<file path="config.mk">
export PLATFORM = sky130hd
export DESIGN_NAME = sha1_stream_hasher_unit_flat
export DESIGN_NICKNAME = d
export VERILOG_FILES = /design/src/rtl/s1sh_pkg.sv /design/src/rtl/s1sh_if.sv /design/src/rtl/s1sh_sched.sv /design/src/rtl/s1sh_round.sv /design/src/rtl/sha1_stream_hasher_unit.sv /design/src/flat_wrapper.sv
export SDC_FILE = /design/constraint.sdc
export NUM_CORES = 2
export LEC_CHECK = 0
export BUFFER_PORTS_ARGS = -buffer_cell sky130_fd_sc_hd__buf_2
export CAP_MARGIN = 15
export CORE_MARGIN = 10
export CORE_UTILIZATION = 67
export DETAILED_ROUTE_END_ITERATION = 10
export PLACE_DENSITY = 0.94
export REMOVE_ABC_BUFFERS = 1
export SLEW_MARGIN = 0
export SYNTH_ARGS = -nofsm -noshare
export SYNTH_HDL_FRONTEND = slang
export SYNTH_SLANG_ARGS = --single-unit
</file>
<file path="constraint.sdc">
create_clock -name i_clk -period 35.9 [get_ports i_clk]
set_input_delay 3.59 -clock i_clk [delete_from_list [all_inputs] [get_ports i_clk]]
set_output_delay 3.59 -clock i_clk [all_outputs]
set_load 0.005 [all_outputs]
</file>
<file path="src/rtl/s1sh_pkg.sv">
// Package for the streaming SHA-1 hasher: hash constants, round constants and the
// control structures passed between the sequencer, the schedule line and the round unit.
// No dependencies.
`default_nettype none

package s1sh_pkg;

    localparam int WORD_W   = 32;
    localparam int BYTE_W   = 8;
    localparam int N_WORDS  = 5;
    localparam int SCHED_N  = 16;
    localparam int LEN_W    = 64;
    localparam int FILL_W   = 6;
    localparam int RND_W    = 7;
    localparam int IDX_W    = 3;

    typedef logic [0:N_WORDS-1][WORD_W-1:0] t_hash;

    localparam t_hash H_INIT = {
        32'h67452301, 32'hEFCDAB89, 32'h98BADCFE, 32'h10325476, 32'hC3D2E1F0
    };

    localparam logic [WORD_W-1:0] K_0 = 32'h5A827999;
    localparam logic [WORD_W-1:0] K_1 = 32'h6ED9EBA1;
    localparam logic [WORD_W-1:0] K_2 = 32'h8F1BBCDC;
    localparam logic [WORD_W-1:0] K_3 = 32'hCA62C1D6;

    localparam logic [BYTE_W-1:0] PAD_BYTE   = 8'h80;
    localparam logic [FILL_W-1:0] LEN_POS    = 6'd56;
    localparam logic [FILL_W-1:0] FILL_LAST  = 6'd63;
    localparam logic [RND_W-1:0]  RND_LAST   = 7'd79;
    localparam logic [RND_W-1:0]  RND_PHASE1 = 7'd20;
    localparam logic [RND_W-1:0]  RND_PHASE2 = 7'd40;
    localparam logic [RND_W-1:0]  RND_PHASE3 = 7'd60;
    localparam logic [IDX_W-1:0]  IDX_LAST   = 3'd4;
    localparam logic [LEN_W-1:0]  BITS_PER_BYTE = 64'd8;

    // Controls for the round unit.
    typedef struct packed {
        logic init;   // return the chaining words to their initial values
        logic load;   // copy chaining words into the working variables
        logic rnd;    // perform one round
        logic add;    // fold the working variables into the chaining words
    } t_core_ctl;

    // Controls for the message schedule line.
    typedef struct packed {
        logic ins;    // shift one byte into the block
        logic rnd;    // advance the schedule by one word
    } t_sched_ctl;

endpackage

`default_nettype wire

</file>
<file path="src/rtl/s1sh_if.sv">
// Handshake interfaces for the streaming SHA-1 hasher: byte input channel and digest
// output channel. No dependencies.
`default_nettype none

interface s1sh_in_if;
    logic       valid;
    logic       ready;
    logic [7:0] data_byte;
    logic       byte_present;
    logic       finish;

    modport source (output valid, output data_byte, output byte_present, output finish,
                    input ready);
    modport sink   (input valid, input data_byte, input byte_present, input finish,
                    output ready);
endinterface

interface s1sh_out_if;
    logic        valid;
    logic        ready;
    logic [31:0] digest_word;
    logic [2:0]  word_index;
    logic        last_word;

    modport source (output valid, output digest_word, output word_index, output last_word,
                    input ready);
    modport sink   (input valid, input digest_word, input word_index, input last_word,
                    output ready);
endinterface

`default_nettype wire

</file>
<file path="src/rtl/s1sh_sched.sv">
// Block buffer and message schedule for the SHA-1 hasher: a sixteen-word shift line
// that takes bytes in and then expands the schedule one word per round. Uses s1sh_pkg.
`default_nettype none

module s1sh_sched (
    input  wire                                i_clk,
    input  s1sh_pkg::t_sched_ctl               i_ctl,
    input  wire  [s1sh_pkg::BYTE_W-1:0]        i_byte,
    output logic [s1sh_pkg::WORD_W-1:0]        o_w
);

    logic [s1sh_pkg::WORD_W-1:0] r_w [s1sh_pkg::SCHED_N];
    logic [s1sh_pkg::WORD_W-1:0] n_x;
    logic [s1sh_pkg::WORD_W-1:0] n_new;

    // W[t+16] = rotl1(W[t+13] ^ W[t+8] ^ W[t+2] ^ W[t]).
    always_comb begin
        n_x   = r_w[13] ^ r_w[8] ^ r_w[2] ^ r_w[0];
        n_new = {n_x[s1sh_pkg::WORD_W-2:0], n_x[s1sh_pkg::WORD_W-1]};
    end

    always_ff @(posedge i_clk) begin
        if (i_ctl.ins) begin
            for (int i = 0; i < s1sh_pkg::SCHED_N - 1; i++) begin
                r_w[i] <= {r_w[i][23:0], r_w[i+1][31:24]};
            end
            r_w[s1sh_pkg::SCHED_N-1] <= {r_w[s1sh_pkg::SCHED_N-1][23:0], i_byte};
        end else if (i_ctl.rnd) begin
            for (int i = 0; i < s1sh_pkg::SCHED_N - 1; i++) begin
                r_w[i] <= r_w[i+1];
            end
            r_w[s1sh_pkg::SCHED_N-1] <= n_new;
        end
    end

    assign o_w = r_w[0];

endmodule

`default_nettype wire

</file>
<file path="src/rtl/s1sh_round.sv">
// Shared SHA-1 round unit with the chaining words: one round per cycle, then a fold of
// the working variables into the chaining words. Uses s1sh_pkg.
`default_nettype none

module s1sh_round (
    input  wire                                i_clk,
    input  wire                                i_rst_n,
    input  s1sh_pkg::t_core_ctl                i_ctl,
    input  wire  [s1sh_pkg::RND_W-1:0]         i_rnd,
    input  wire  [s1sh_pkg::WORD_W-1:0]        i_w,
    output s1sh_pkg::t_hash                    o_h
);

    s1sh_pkg::t_hash             r_h;
    logic [s1sh_pkg::WORD_W-1:0] r_a, r_b, r_c, r_d, r_e;
    logic [s1sh_pkg::WORD_W-1:0] n_f, n_k, n_t;

    always_comb begin
        priority if (i_rnd < s1sh_pkg::RND_PHASE1) begin
            n_f = (r_b & r_c) | (~r_b & r_d);
            n_k = s1sh_pkg::K_0;
        end else if (i_rnd < s1sh_pkg::RND_PHASE2) begin
            n_f = r_b ^ r_c ^ r_d;
            n_k = s1sh_pkg::K_1;
        end else if (i_rnd < s1sh_pkg::RND_PHASE3) begin
            n_f = (r_b & r_c) | (r_b & r_d) | (r_c & r_d);
            n_k = s1sh_pkg::K_2;
        end else begin
            n_f = r_b ^ r_c ^ r_d;
            n_k = s1sh_pkg::K_3;
        end
        n_t = {r_a[26:0], r_a[31:27]} + n_f + r_e + i_w + n_k;
    end

    always_ff @(posedge i_clk) begin
        if (!i_rst_n) begin
            r_h <= s1sh_pkg::H_INIT;
        end else if (i_ctl.init) begin
            r_h <= s1sh_pkg::H_INIT;
        end else if (i_ctl.add) begin
            r_h[0] <= r_h[0] + r_a;
            r_h[1] <= r_h[1] + r_b;
            r_h[2] <= r_h[2] + r_c;
            r_h[3] <= r_h[3] + r_d;
            r_h[4] <= r_h[4] + r_e;
        end
    end

    always_ff @(posedge i_clk) begin
        if (i_ctl.load) begin
            r_a <= r_h[0];
            r_b <= r_h[1];
            r_c <= r_h[2];
            r_d <= r_h[3];
            r_e <= r_h[4];
        end else if (i_ctl.rnd) begin
            r_a <= n_t;
            r_b <= r_a;
            r_c <= {r_b[1:0], r_b[31:2]};
            r_d <= r_c;
            r_e <= r_d;
        end
    end

    assign o_h = r_h;

endmodule

`default_nettype wire

</file>
<file path="src/rtl/sha1_stream_hasher_unit.sv">
// Streaming SHA-1 hasher, top level. Depends on s1sh_pkg, s1sh_if, s1sh_sched, s1sh_round.
// Operation: each byte transaction is taken in the idle state; every 64th byte adds a
// compression (load, 80 rounds on the single round unit, fold). A finish runs the padding
// one byte per cycle (with up to two compressions); then five digest transactions follow,
// one per cycle while the receiver holds ready.
// Reset (synchronous, active low) restores the initial chaining words and clears counts.
`default_nettype none

module sha1_stream_hasher_unit (
    input  wire             i_clk,
    input  wire             i_rst_n,
    s1sh_in_if.sink         i_in,
    s1sh_out_if.source      o_out
);

    // The sequencer walks through these states. Only the idle state takes input
    // transactions, and only the output state offers digest words.
    typedef enum logic [2:0] {
        ST_IDLE,
        ST_PAD,
        ST_LOAD,
        ST_ROUND,
        ST_ADD,
        ST_OUT
    } t_state;

    t_state                        r_state;
    logic [s1sh_pkg::FILL_W-1:0]   r_fill;
    logic [s1sh_pkg::LEN_W-1:0]    r_len;
    logic                          r_done;
    logic                          r_fin_pend;
    logic                          r_padding;
    logic                          r_pad_first;
    logic                          r_len_phase;
    logic [s1sh_pkg::RND_W-1:0]    r_rnd;
    logic [s1sh_pkg::IDX_W-1:0]    r_widx;

    s1sh_pkg::t_core_ctl           core_ctl;
    s1sh_pkg::t_sched_ctl          sched_ctl;
    s1sh_pkg::t_hash               hash;
    logic [s1sh_pkg::WORD_W-1:0]   sched_w;
    logic [s1sh_pkg::BYTE_W-1:0]   ins_byte;
    logic [s1sh_pkg::BYTE_W-1:0]   pad_byte;
    logic [s1sh_pkg::BYTE_W-1:0]   len_byte;
    logic                          in_acc;
    logic [s1sh_pkg::FILL_W-1:0]   fill_eff;
    logic [s1sh_pkg::LEN_W-1:0]    len_eff;

    assign in_acc = i_in.valid && i_in.ready;

    // Once a digest has been produced, the next byte starts a fresh message, so the
    // byte count and length are taken as zero for that transaction.
    assign fill_eff = r_done ? '0 : r_fill;
    assign len_eff  = r_done ? '0 : r_len;

    // The length goes into the last eight bytes of the final block, most significant
    // byte first; the low three bits of the fill select which byte is due.
    assign len_byte = s1sh_pkg::BYTE_W'(r_len >> {~r_fill[2:0], 3'b000});

    // The padding stream is the marker byte, zeros, and then the length once the final
    // block has been reached.
    always_comb begin
        priority if (r_pad_first) begin
            pad_byte = s1sh_pkg::PAD_BYTE;
        end else if (r_len_phase && (r_fill >= s1sh_pkg::LEN_POS)) begin
            pad_byte = len_byte;
        end else begin
            pad_byte = '0;
        end
    end

    assign ins_byte = (r_state == ST_PAD) ? pad_byte : i_in.data_byte;

    // Controls for the schedule line and the round unit are decoded from the state.
    always_comb begin
        core_ctl  = '0;
        sched_ctl = '0;
        unique case (r_state)
            ST_IDLE: begin
                if (in_acc && i_in.byte_present) begin
                    core_ctl.init = r_done;
                    sched_ctl.ins = 1'b1;
                end
            end
            ST_PAD: begin
                sched_ctl.ins = 1'b1;
            end
            ST_LOAD: begin
                core_ctl.load = 1'b1;
            end
            ST_ROUND: begin
                core_ctl.rnd  = 1'b1;
                sched_ctl.rnd = 1'b1;
            end
            ST_ADD: begin
                core_ctl.add = 1'b1;
            end
            ST_OUT: begin
            end
            default: begin
            end
        endcase
    end

    always_ff @(posedge i_clk) begin
        if (!i_rst_n) begin
            r_state     <= ST_IDLE;
            r_fill      <= '0;
            r_len       <= '0;
            r_done      <= 1'b0;
            r_fin_pend  <= 1'b0;
            r_padding   <= 1'b0;
            r_pad_first <= 1'b0;
            r_len_phase <= 1'b0;
            r_rnd       <= '0;
            r_widx      <= '0;
        end else begin
            unique case (r_state)
                ST_IDLE: begin
                    if (in_acc) begin
                        r_fin_pend  <= i_in.finish;
                        r_padding   <= 1'b0;
                        r_pad_first <= 1'b1;
                        r_widx      <= '0;
                        if (i_in.byte_present) begin
                            r_fill <= fill_eff + 1'b1;
                            r_len  <= len_eff + s1sh_pkg::BITS_PER_BYTE;
                            r_done <= 1'b0;
                        end
                        priority if (i_in.byte_present && fill_eff == s1sh_pkg::FILL_LAST) begin
                            r_state <= ST_LOAD;
                        end else if (i_in.finish) begin
                            // A finish with no new byte after a digest re-emits it.
                            r_state <= (r_done && !i_in.byte_present) ? ST_OUT : ST_PAD;
                        end else begin
                            r_state <= ST_IDLE;
                        end
                    end
                end
                ST_PAD: begin
                    r_fill      <= r_fill + 1'b1;
                    r_padding   <= 1'b1;
                    r_pad_first <= 1'b0;
                    // If the marker lands before the length field, this block is the last.
                    if (r_pad_first) begin
                        r_len_phase <= (r_fill < s1sh_pkg::LEN_POS);
                    end
                    if (r_fill == s1sh_pkg::FILL_LAST) begin
                        r_state <= ST_LOAD;
                    end
                end
                ST_LOAD: begin
                    r_rnd   <= '0;
                    r_state <= ST_ROUND;
                end
                ST_ROUND: begin
                    r_rnd <= r_rnd + 1'b1;
                    if (r_rnd == s1sh_pkg::RND_LAST) begin
                        r_state <= ST_ADD;
                    end
                end
                ST_ADD: begin
                    priority if (r_padding && r_len_phase) begin
                        r_done  <= 1'b1;
                        r_len   <= '0;
                        r_fill  <= '0;
                        r_widx  <= '0;
                        r_state <= ST_OUT;
                    end else if (r_padding) begin
                        // The marker spilled into the length field: one more block follows.
                        r_len_phase <= 1'b1;
                        r_state     <= ST_PAD;
                    end else if (r_fin_pend) begin
                        r_state <= ST_PAD;
                    end else begin
                        r_state <= ST_IDLE;
                    end
                end
                ST_OUT: begin
                    if (o_out.ready) begin
                        if (r_widx == s1sh_pkg::IDX_LAST) begin
                            r_state <= ST_IDLE;
                        end else begin
                            r_widx <= r_widx + 1'b1;
                        end
                    end
                end
                default: begin
                    r_state <= ST_IDLE;
                end
            endcase
        end
    end

    assign i_in.ready        = (r_state == ST_IDLE);
    assign o_out.valid       = (r_state == ST_OUT);
    assign o_out.digest_word = hash[r_widx];
    assign o_out.word_index  = r_widx;
    assign o_out.last_word   = (r_widx == s1sh_pkg::IDX_LAST);

    s1sh_sched u_sched (
        .i_clk  (i_clk),
        .i_ctl  (sched_ctl),
        .i_byte (ins_byte),
        .o_w    (sched_w)
    );

    s1sh_round u_round (
        .i_clk   (i_clk),
        .i_rst_n (i_rst_n),
        .i_ctl   (core_ctl),
        .i_rnd   (r_rnd),
        .i_w     (sched_w),
        .o_h     (hash)
    );

endmodule

`default_nettype wire

</file>
<file path="src/flat_wrapper.sv">
// flat-port wrapper written by rule: the top's interface ports become plain ports
module sha1_stream_hasher_unit_flat 
  (i_clk, i_rst_n, i_in_valid, i_in_data_byte, i_in_byte_present, i_in_finish, i_in_ready, o_out_valid, o_out_digest_word, o_out_word_index, o_out_last_word, o_out_ready);
  s1sh_in_if i_in_i ();
  s1sh_out_if o_out_i ();
  input  wire i_clk;
  input  wire i_rst_n;
  input wire logic [$bits(i_in_i.valid)-1:0] i_in_valid;
  input wire logic [$bits(i_in_i.data_byte)-1:0] i_in_data_byte;
  input wire logic [$bits(i_in_i.byte_present)-1:0] i_in_byte_present;
  input wire logic [$bits(i_in_i.finish)-1:0] i_in_finish;
  output wire logic [$bits(i_in_i.ready)-1:0] i_in_ready;
  output wire logic [$bits(o_out_i.valid)-1:0] o_out_valid;
  output wire logic [$bits(o_out_i.digest_word)-1:0] o_out_digest_word;
  output wire logic [$bits(o_out_i.word_index)-1:0] o_out_word_index;
  output wire logic [$bits(o_out_i.last_word)-1:0] o_out_last_word;
  input wire logic [$bits(o_out_i.ready)-1:0] o_out_ready;
  assign i_in_i.valid = i_in_valid;
  assign i_in_i.data_byte = i_in_data_byte;
  assign i_in_i.byte_present = i_in_byte_present;
  assign i_in_i.finish = i_in_finish;
  assign i_in_ready = i_in_i.ready;
  assign o_out_valid = o_out_i.valid;
  assign o_out_digest_word = o_out_i.digest_word;
  assign o_out_word_index = o_out_i.word_index;
  assign o_out_last_word = o_out_i.last_word;
  assign o_out_i.ready = o_out_ready;
  sha1_stream_hasher_unit u_core (.i_clk(i_clk), .i_rst_n(i_rst_n), .i_in(i_in_i), .o_out(o_out_i));
endmodule
</file>
; ---- Word level (Yosys, flattened, before mapping)
; Memories as Yosys holds them, arrays and structs flattened.
; Index checks and enable logic that the tools add are counted.
[word_totals]
regBits = 408
ram_bits = 512
in_bits = 14
output_inout_bits = 38
mem_count = 1
[classes]
add_sub_neg = 14
magnitude_cmp = 6
n_eq_ne = 20
shifts = 1
muxes = 90
bitwise_logic = 32
reduce_logical = 23
[memory_table]
columns = memory, words, width, read_ports, rd_ports_with_merged_regs, wr, line_no
row1 = u_core.u_sched.r_w, 16, 32, 16, 0, 16, s1sh_sched.sv:12  ; logic [s1sh_pkg::WORD_W-1:0] r_w [s1sh_pkg::SCHED_N];
[ops]
columns = op, count
row1 = two-way mux 32 bit, 33
row2 = adder 32 bit, 9
row3 = two-way mux 64 bit, 4
row4 = bitwise XOR 32 bit, 5
row5 = AND 32 bit, 4
row6 = case mux 64 bit (2 select lines), 1
row7 = binary-select mux 32 bit (select 3 bit), 1
row8 = bitwise OR 32 bit, 3
row9 = adder 64 x 4 -> 64 bit (second input constant), 1
row10 = right shift 64 x 6 -> 8 bit, 1
row11 = two-way mux 3 bit, 14
row12 = inverter 32 bit, 1
row13 = two-way mux 31 bit, 1
row14 = two-way mux 6 bit, 4
row15 = two-way mux 8 bit, 3
row16 = two-way mux 1 bit, 20
row17 = case mux 3 bit (6 select lines), 1
row18 = case mux 6 bit (3 select lines), 1
row19 = bitwise OR 1 bit, 16
row20 = < comparator 7 x 6 -> 1 bit (second input constant), 2
row21 = case mux 7 bit (2 select lines), 1
row22 = adder 6 x 1 -> 6 bit (second input constant), 2
row23 = equality test 6 bit (second input constant), 2
row24 = inequality test 2 x 1 -> 1 bit (second input constant), 6
row25 = other kinds (25), 50

; ---- Longest topological paths before layout
[depth]
depth_word = 12
mapped_depth = 26

; ---- Cells and area by module
; From an unflattened synthesis, not the netlist that was laid out.
[hier_totals]
hier_cells = 4799
hier_area_um2 = 55468.2
[modules_own_cells]
columns = mod, instances, cells_per_inst, area_each_um2
row1 = s1sh_round, 1, 2641, 24835.1
row2 = s1sh_sched, 1, 1247, 23791.6
row3 = sha1_stream_hasher_unit, 1, 911, 6841.6

; ---- Worst setup path after synthesis
; Ideal clock, no wire load.
[synth_path]
path_kind = input -> register
startpoint = input port i_in_valid
endpoint = memory u_core.u_sched.r_w[0][0] in the netlist's numbering (enable)
t_arrival_ns = 12.771
t_required_ns = 32.268
path_slack_ns = 19.497
path_stages = 6
cell_sequence = nand2_1 -> nor2_1 -> nor2_1 -> clkbuf_1 -> clkbuf_1 -> nand2_1
[synth_lines]
columns = element, line_no
row1 = from (decl), flat_wrapper.sv:8  ; input wire logic [$bits(i_in_i.valid)-1:0] i_in_valid;
row2 = to (decl), s1sh_sched.sv:12

; ---- Final worst setup path
[layout_path]
startpoint = register u_core.r_rnd[4] in the netlist's numbering
endpoint = register u_core.u_round.r_a[23] in the netlist's numbering (data pin)
[layout_via]
elab_chain_len = 10
elab_cells_between_ends = 15
classes_between = add/sub (4) / order compare (3) / mux (8)
[layout_rtl]
columns = element, line_no
row1 = from (decl), sha1_stream_hasher_unit.sv:35  ; logic [s1sh_pkg::RND_W-1:0] r_rnd;
row2 = from (signal assigned), sha1_stream_hasher_unit.sv:157  ; r_rnd <= r_rnd + 1'b1;
row3 = < comparator 7 x 6 -> 1 bit, s1sh_round.sv:25  ; end else if (i_rnd < s1sh_pkg::RND_PHASE3) begin
row4 = two-way mux 32 bit, s1sh_round.sv:25
row5 = two-way mux 32 bit, s1sh_round.sv:22  ; end else if (i_rnd < s1sh_pkg::RND_PHASE2) begin
row6 = two-way mux 32 bit, s1sh_round.sv:19  ; priority if (i_rnd < s1sh_pkg::RND_PHASE1) begin
row7 = adder 32 bit (3 in a row), s1sh_round.sv:32  ; n_t = {r_a[26:0], r_a[31:27]} + n_f + r_e + i_w + n_k;
row8 = adder 32 bit *, s1sh_round.sv:32
row9 = two-way mux 32 bit *, s1sh_round.sv:56  ; end else if (i_ctl.rnd) begin
row10 = two-way mux 32 bit *, s1sh_round.sv:50  ; if (i_ctl.load) begin
row11 = to (signal assigned), s1sh_round.sv:51  ; r_a <= r_h[0];
row12 = to (signal assigned), s1sh_round.sv:57  ; r_a <= n_t;
row13 = to (decl), s1sh_round.sv:15  ; logic [s1sh_pkg::WORD_W-1:0] r_a, r_b, r_c, r_d, r_e;
; Mark *: on every way between the ends. The rest lies on a longest branch, timed or not. The select of a mux whose other input is x is not followed.
; A chain may end at the register's enable or synchronous reset.

==> out/metrics.cfg <==
[run_status]
outcome=finished, final reports clean

[clock_network]
insertion_delay_ps=690
numCtsBuffers=94
cts_tree=done
post_cts.repair.setup_buffers=0
holdBufCountCts=0
ctsResizeCount=0
clk_path_buf_depth=3
clk_pin_slew_ps=60
htree_levels=3
root_buffer=clkbuf_16
cts.sinks=917

[timing]
setup-tns-final_ps=0
setup_violations=0
slew_headroom_pct=15.90
clock_skew_ps=35.64
drv_slew=0
fin_crit_ps=7192
max_freq_ghz=0.1390
final.period_utilization_pct=20.03
hold_viol=0
worst_slew_pin_slew_ps=1262
rsz0062_at_grt=false

[cells_and_area]
nFillCells=5080
fin_util_pct=72.98
mostFrequentLayoutCells=nand2_1 (2143), edfxtp_1 (672), o21ai_0 (303), inv_1 (296), a21oi_1 (263)
drive_above_1_share_pct=6.154
layout.cells.most_common=nand2_1
syn_to_final_growth_pct=7.688
fin_nets=6157

[placed_design]
io_buffers=51
hpwl_microns=97810
gp_congestion=0.9598

[critical_path]
cpLargestDelayFamily=compound AO/OA/AOI/OAI gates
path_class=flop to flop
worstSetupStartpointType=flop
r2r-end=u_core.u_round.r_a[23]
cpMaxStageDelayCell=nand2_1
crit_start=u_core.r_rnd[4]
r2r_slack_ps=28710
r2r-start=u_core.r_rnd[4]
required_ps=36280
endpoint_kind=flop
path_common_cell=fa_1
slowest_delay_ps=680
reg2regPathDepth=25
path_buf_inv=4
cp.arrival_ps=7580
cp_max_fo=18

[floorplanning]
coreArea_sq_um=79130
die_area_sq_um=91750
initial_utilization_pct=67.77
die_w_microns=302.9
ios=52
placementRows=103
fp.dieH_microns=302.9

[routing]
postRouteAntennaNets=0
wirelength_microns=151200
vias=45140
routedWlPerCell_microns=21.74
dr.first_iter.drc_count=6132
via_per_inst=6.493
drc_errors=0
drtPass1Iterations=9

[yosys]
synth-edff-count=672
syn_area_sq_um=53630
ys_seq_elements=917
yosysSeqAreaShare_pct=46.78
synth.area.top_cells=edfxtp_1 (38%), nand2_1 (15%), dfxtp_1 (9.1%)
ys.flop_type=edfxtp_1
synth_top_cell_area_share_pct=37.63
ys_warn_count=0
async_reset_ff_share_pct=0
yosysTopAreaCell=edfxtp_1
ys_types=107
synthesis.instances=5906
synth_area_per_cell_sq_um=9.080

[global_routing]
grt_pass1_vias=44450
grt_max_degree=190
gr-total-overflow=0
antenna_found_initial=1
grt_pass1_wl_microns=238700
gr-usage-all-layers_pct=32.66

[min_path]
holdCritPathClass=flop to flop
min_to=u_core.u_round.o_h[9]
whs_path_depth=2
worstHoldStart=u_core.u_round.o_h[9]

[job]
drv_cap=0

[registers in the layout, indices dropped and copies added (netlist names)]
| signal | flops |
|---|---|
| u_core.u_round.r_a | 32 |
| u_core.u_round.r_c | 32 |
| u_core.u_round.r_d | 32 |
| u_core.o_out.word_index | 3 |
| u_core.r_pad_first | 1 |
| u_core.r_len | 61 |
| u_core.u_sched.r_w | 512 |
| u_core.u_round.o_h | 160 |
| u_core.r_fin_pend | 1 |
| u_core.r_rnd | 7 |
| u_core.r_len_phase | 1 |
| u_core.r_padding | 1 |
| u_core.r_state | 3 |
| u_core.u_round.r_b | 32 |
| u_core.r_done | 1 |
| u_core.r_fill | 6 |
| u_core.u_round.r_e | 32 |
[worst max-delay path by stage]
stage,cells past startpoint,to,slack (ps)
detailed placement,8,u_core.u_sched.r_w[0][222],28380
floorplan,4,u_core.u_sched.r_w[0][0],9650
CTS,25,u_core.u_round.r_a[23],28830
finish,25,u_core.u_round.r_a[23],28710
global route,25,u_core.u_round.r_a[23],28240
global placement,8,u_core.u_sched.r_w[0][222],28480
[cell type report]
cell class | instances | area [sq um] | area share [%]
Tap cell | 1050 | 1314 | 2.275
Timing Repair Buffer | 95 | 598.1 | 1.036
Sequential cell | 917 | 25090 | 43.44
Clock inverter | 47 | 574.3 | 0.9945
Inverter | 299 | 1127 | 1.952
Clock buffer | 128 | 2624 | 4.543
Antenna cell | 4 | 10.01 | 0.01733
Multi-Input combinational cell | 4413 | 26420 | 45.74
[cell families (layout without fill, tap and decap cells)]
| family | after synthesis | after routing | synth area share [%] |
|---|---|---|---|
| AO/OA/AOI/OAI | 1032 | 1032 | 12.16 |
| flip-flops | 917 | 917 | 46.78 |
| other | 0 | 4 | 0 |
| multiplexers | 89 | 89 | 2.725 |
| AND/OR/NAND/NOR | 2721 | 2721 | 20.90 |
| adder cells (fa/ha/maj) | 323 | 323 | 9.286 |
| buffers and inverters | 576 | 569 | 4.104 |
| XOR/XNOR | 248 | 248 | 4.050 |
[cells in the mapped netlist (all sizes together), types with 5 or more instances]
| cell | count |
|---|---|
| clkbuf | 254 |
| nor3 | 50 |
| a311oi | 6 |
| a21boi | 35 |
| nand4 | 24 |
| dfxtp | 245 |
| or2 | 8 |
| buf | 21 |
| o211a | 6 |
| a22oi | 19 |
| a21o | 87 |
| and2 | 30 |
| nand2b | 26 |
| o211ai | 49 |
| xor2 | 67 |
| xnor2 | 181 |
| a221oi | 24 |
| and3 | 33 |
| o311ai | 5 |
| or3 | 23 |
| inv | 297 |
| a31o | 6 |
| o221a | 12 |
| a211oi | 46 |
| mux2i | 38 |
| and4 | 10 |
| o21ai | 314 |
| o2111ai | 7 |
| mux4 | 45 |
| fa | 125 |
| nor2b | 78 |
| nand2 | 2149 |
| o21a | 31 |
| o31ai | 12 |
| edfxtp | 672 |
| nor2 | 178 |
| nand3 | 75 |
| mux2 | 6 |
| o21bai | 24 |
| ha | 198 |
| a31oi | 33 |
| nor4 | 12 |
| a2111oi | 6 |
| a211o | 5 |
| a21oi | 266 |
[per-layer routing]
layer,routed length [microns],GRT usage (%),part of all wire (%),vias to the layer above
met2,70870,52.72,47,3126
met4,11150,20.95,7.4,0
met5,0,0,0,-
li1,-,-,-,19950
met3,16340,6.806,11,752
met1,52810,39.74,35,21310
[stage by stage]
| step | worst slack (ps) | cell area, sq um | instances | hold slack (ps) |
|---|---|---|---|---|
| after floorplan | 9650 | 52550 | 5629 | 439.8 |
| after global placement | 28480 | 54540 | 6774 | 456.3 |
| after detailed placement | 28380 | 54540 | 6774 | 483.6 |
| after CTS | 28830 | 57740 | 6949 | 493.2 |
| after global routing | 28240 | 57740 | 6949 | 520.8 |
| final | 28710 | 57750 | 6953 | 495.0 |
[worst reg2reg max path, stage by stage, from the launching register on]
cell and delay, ps:
dfxtp_1 390, nand4_1 180, nor2b_1 280, nand2_1 680, nand2_1 290, clkinv_1 80
buf_4 230, a221oi_1 360, fa_1 520, fa_1 510, fa_1 520, inv_1 40
ha_1 220, inv_1 80, fa_1 220, nor2b_1 60, o21a_1 180, o21ai_1 220
a31oi_1 190, nor4_2 380, o311ai_0 250, a31o_2 290, a21o_1 200, a31oi_1 240
xor2_1 190, a21oi_1 90
Power is left out: the tool's default activity adds up to more than one toggle a clock period on the data nets, which glitch-free logic cannot reach.
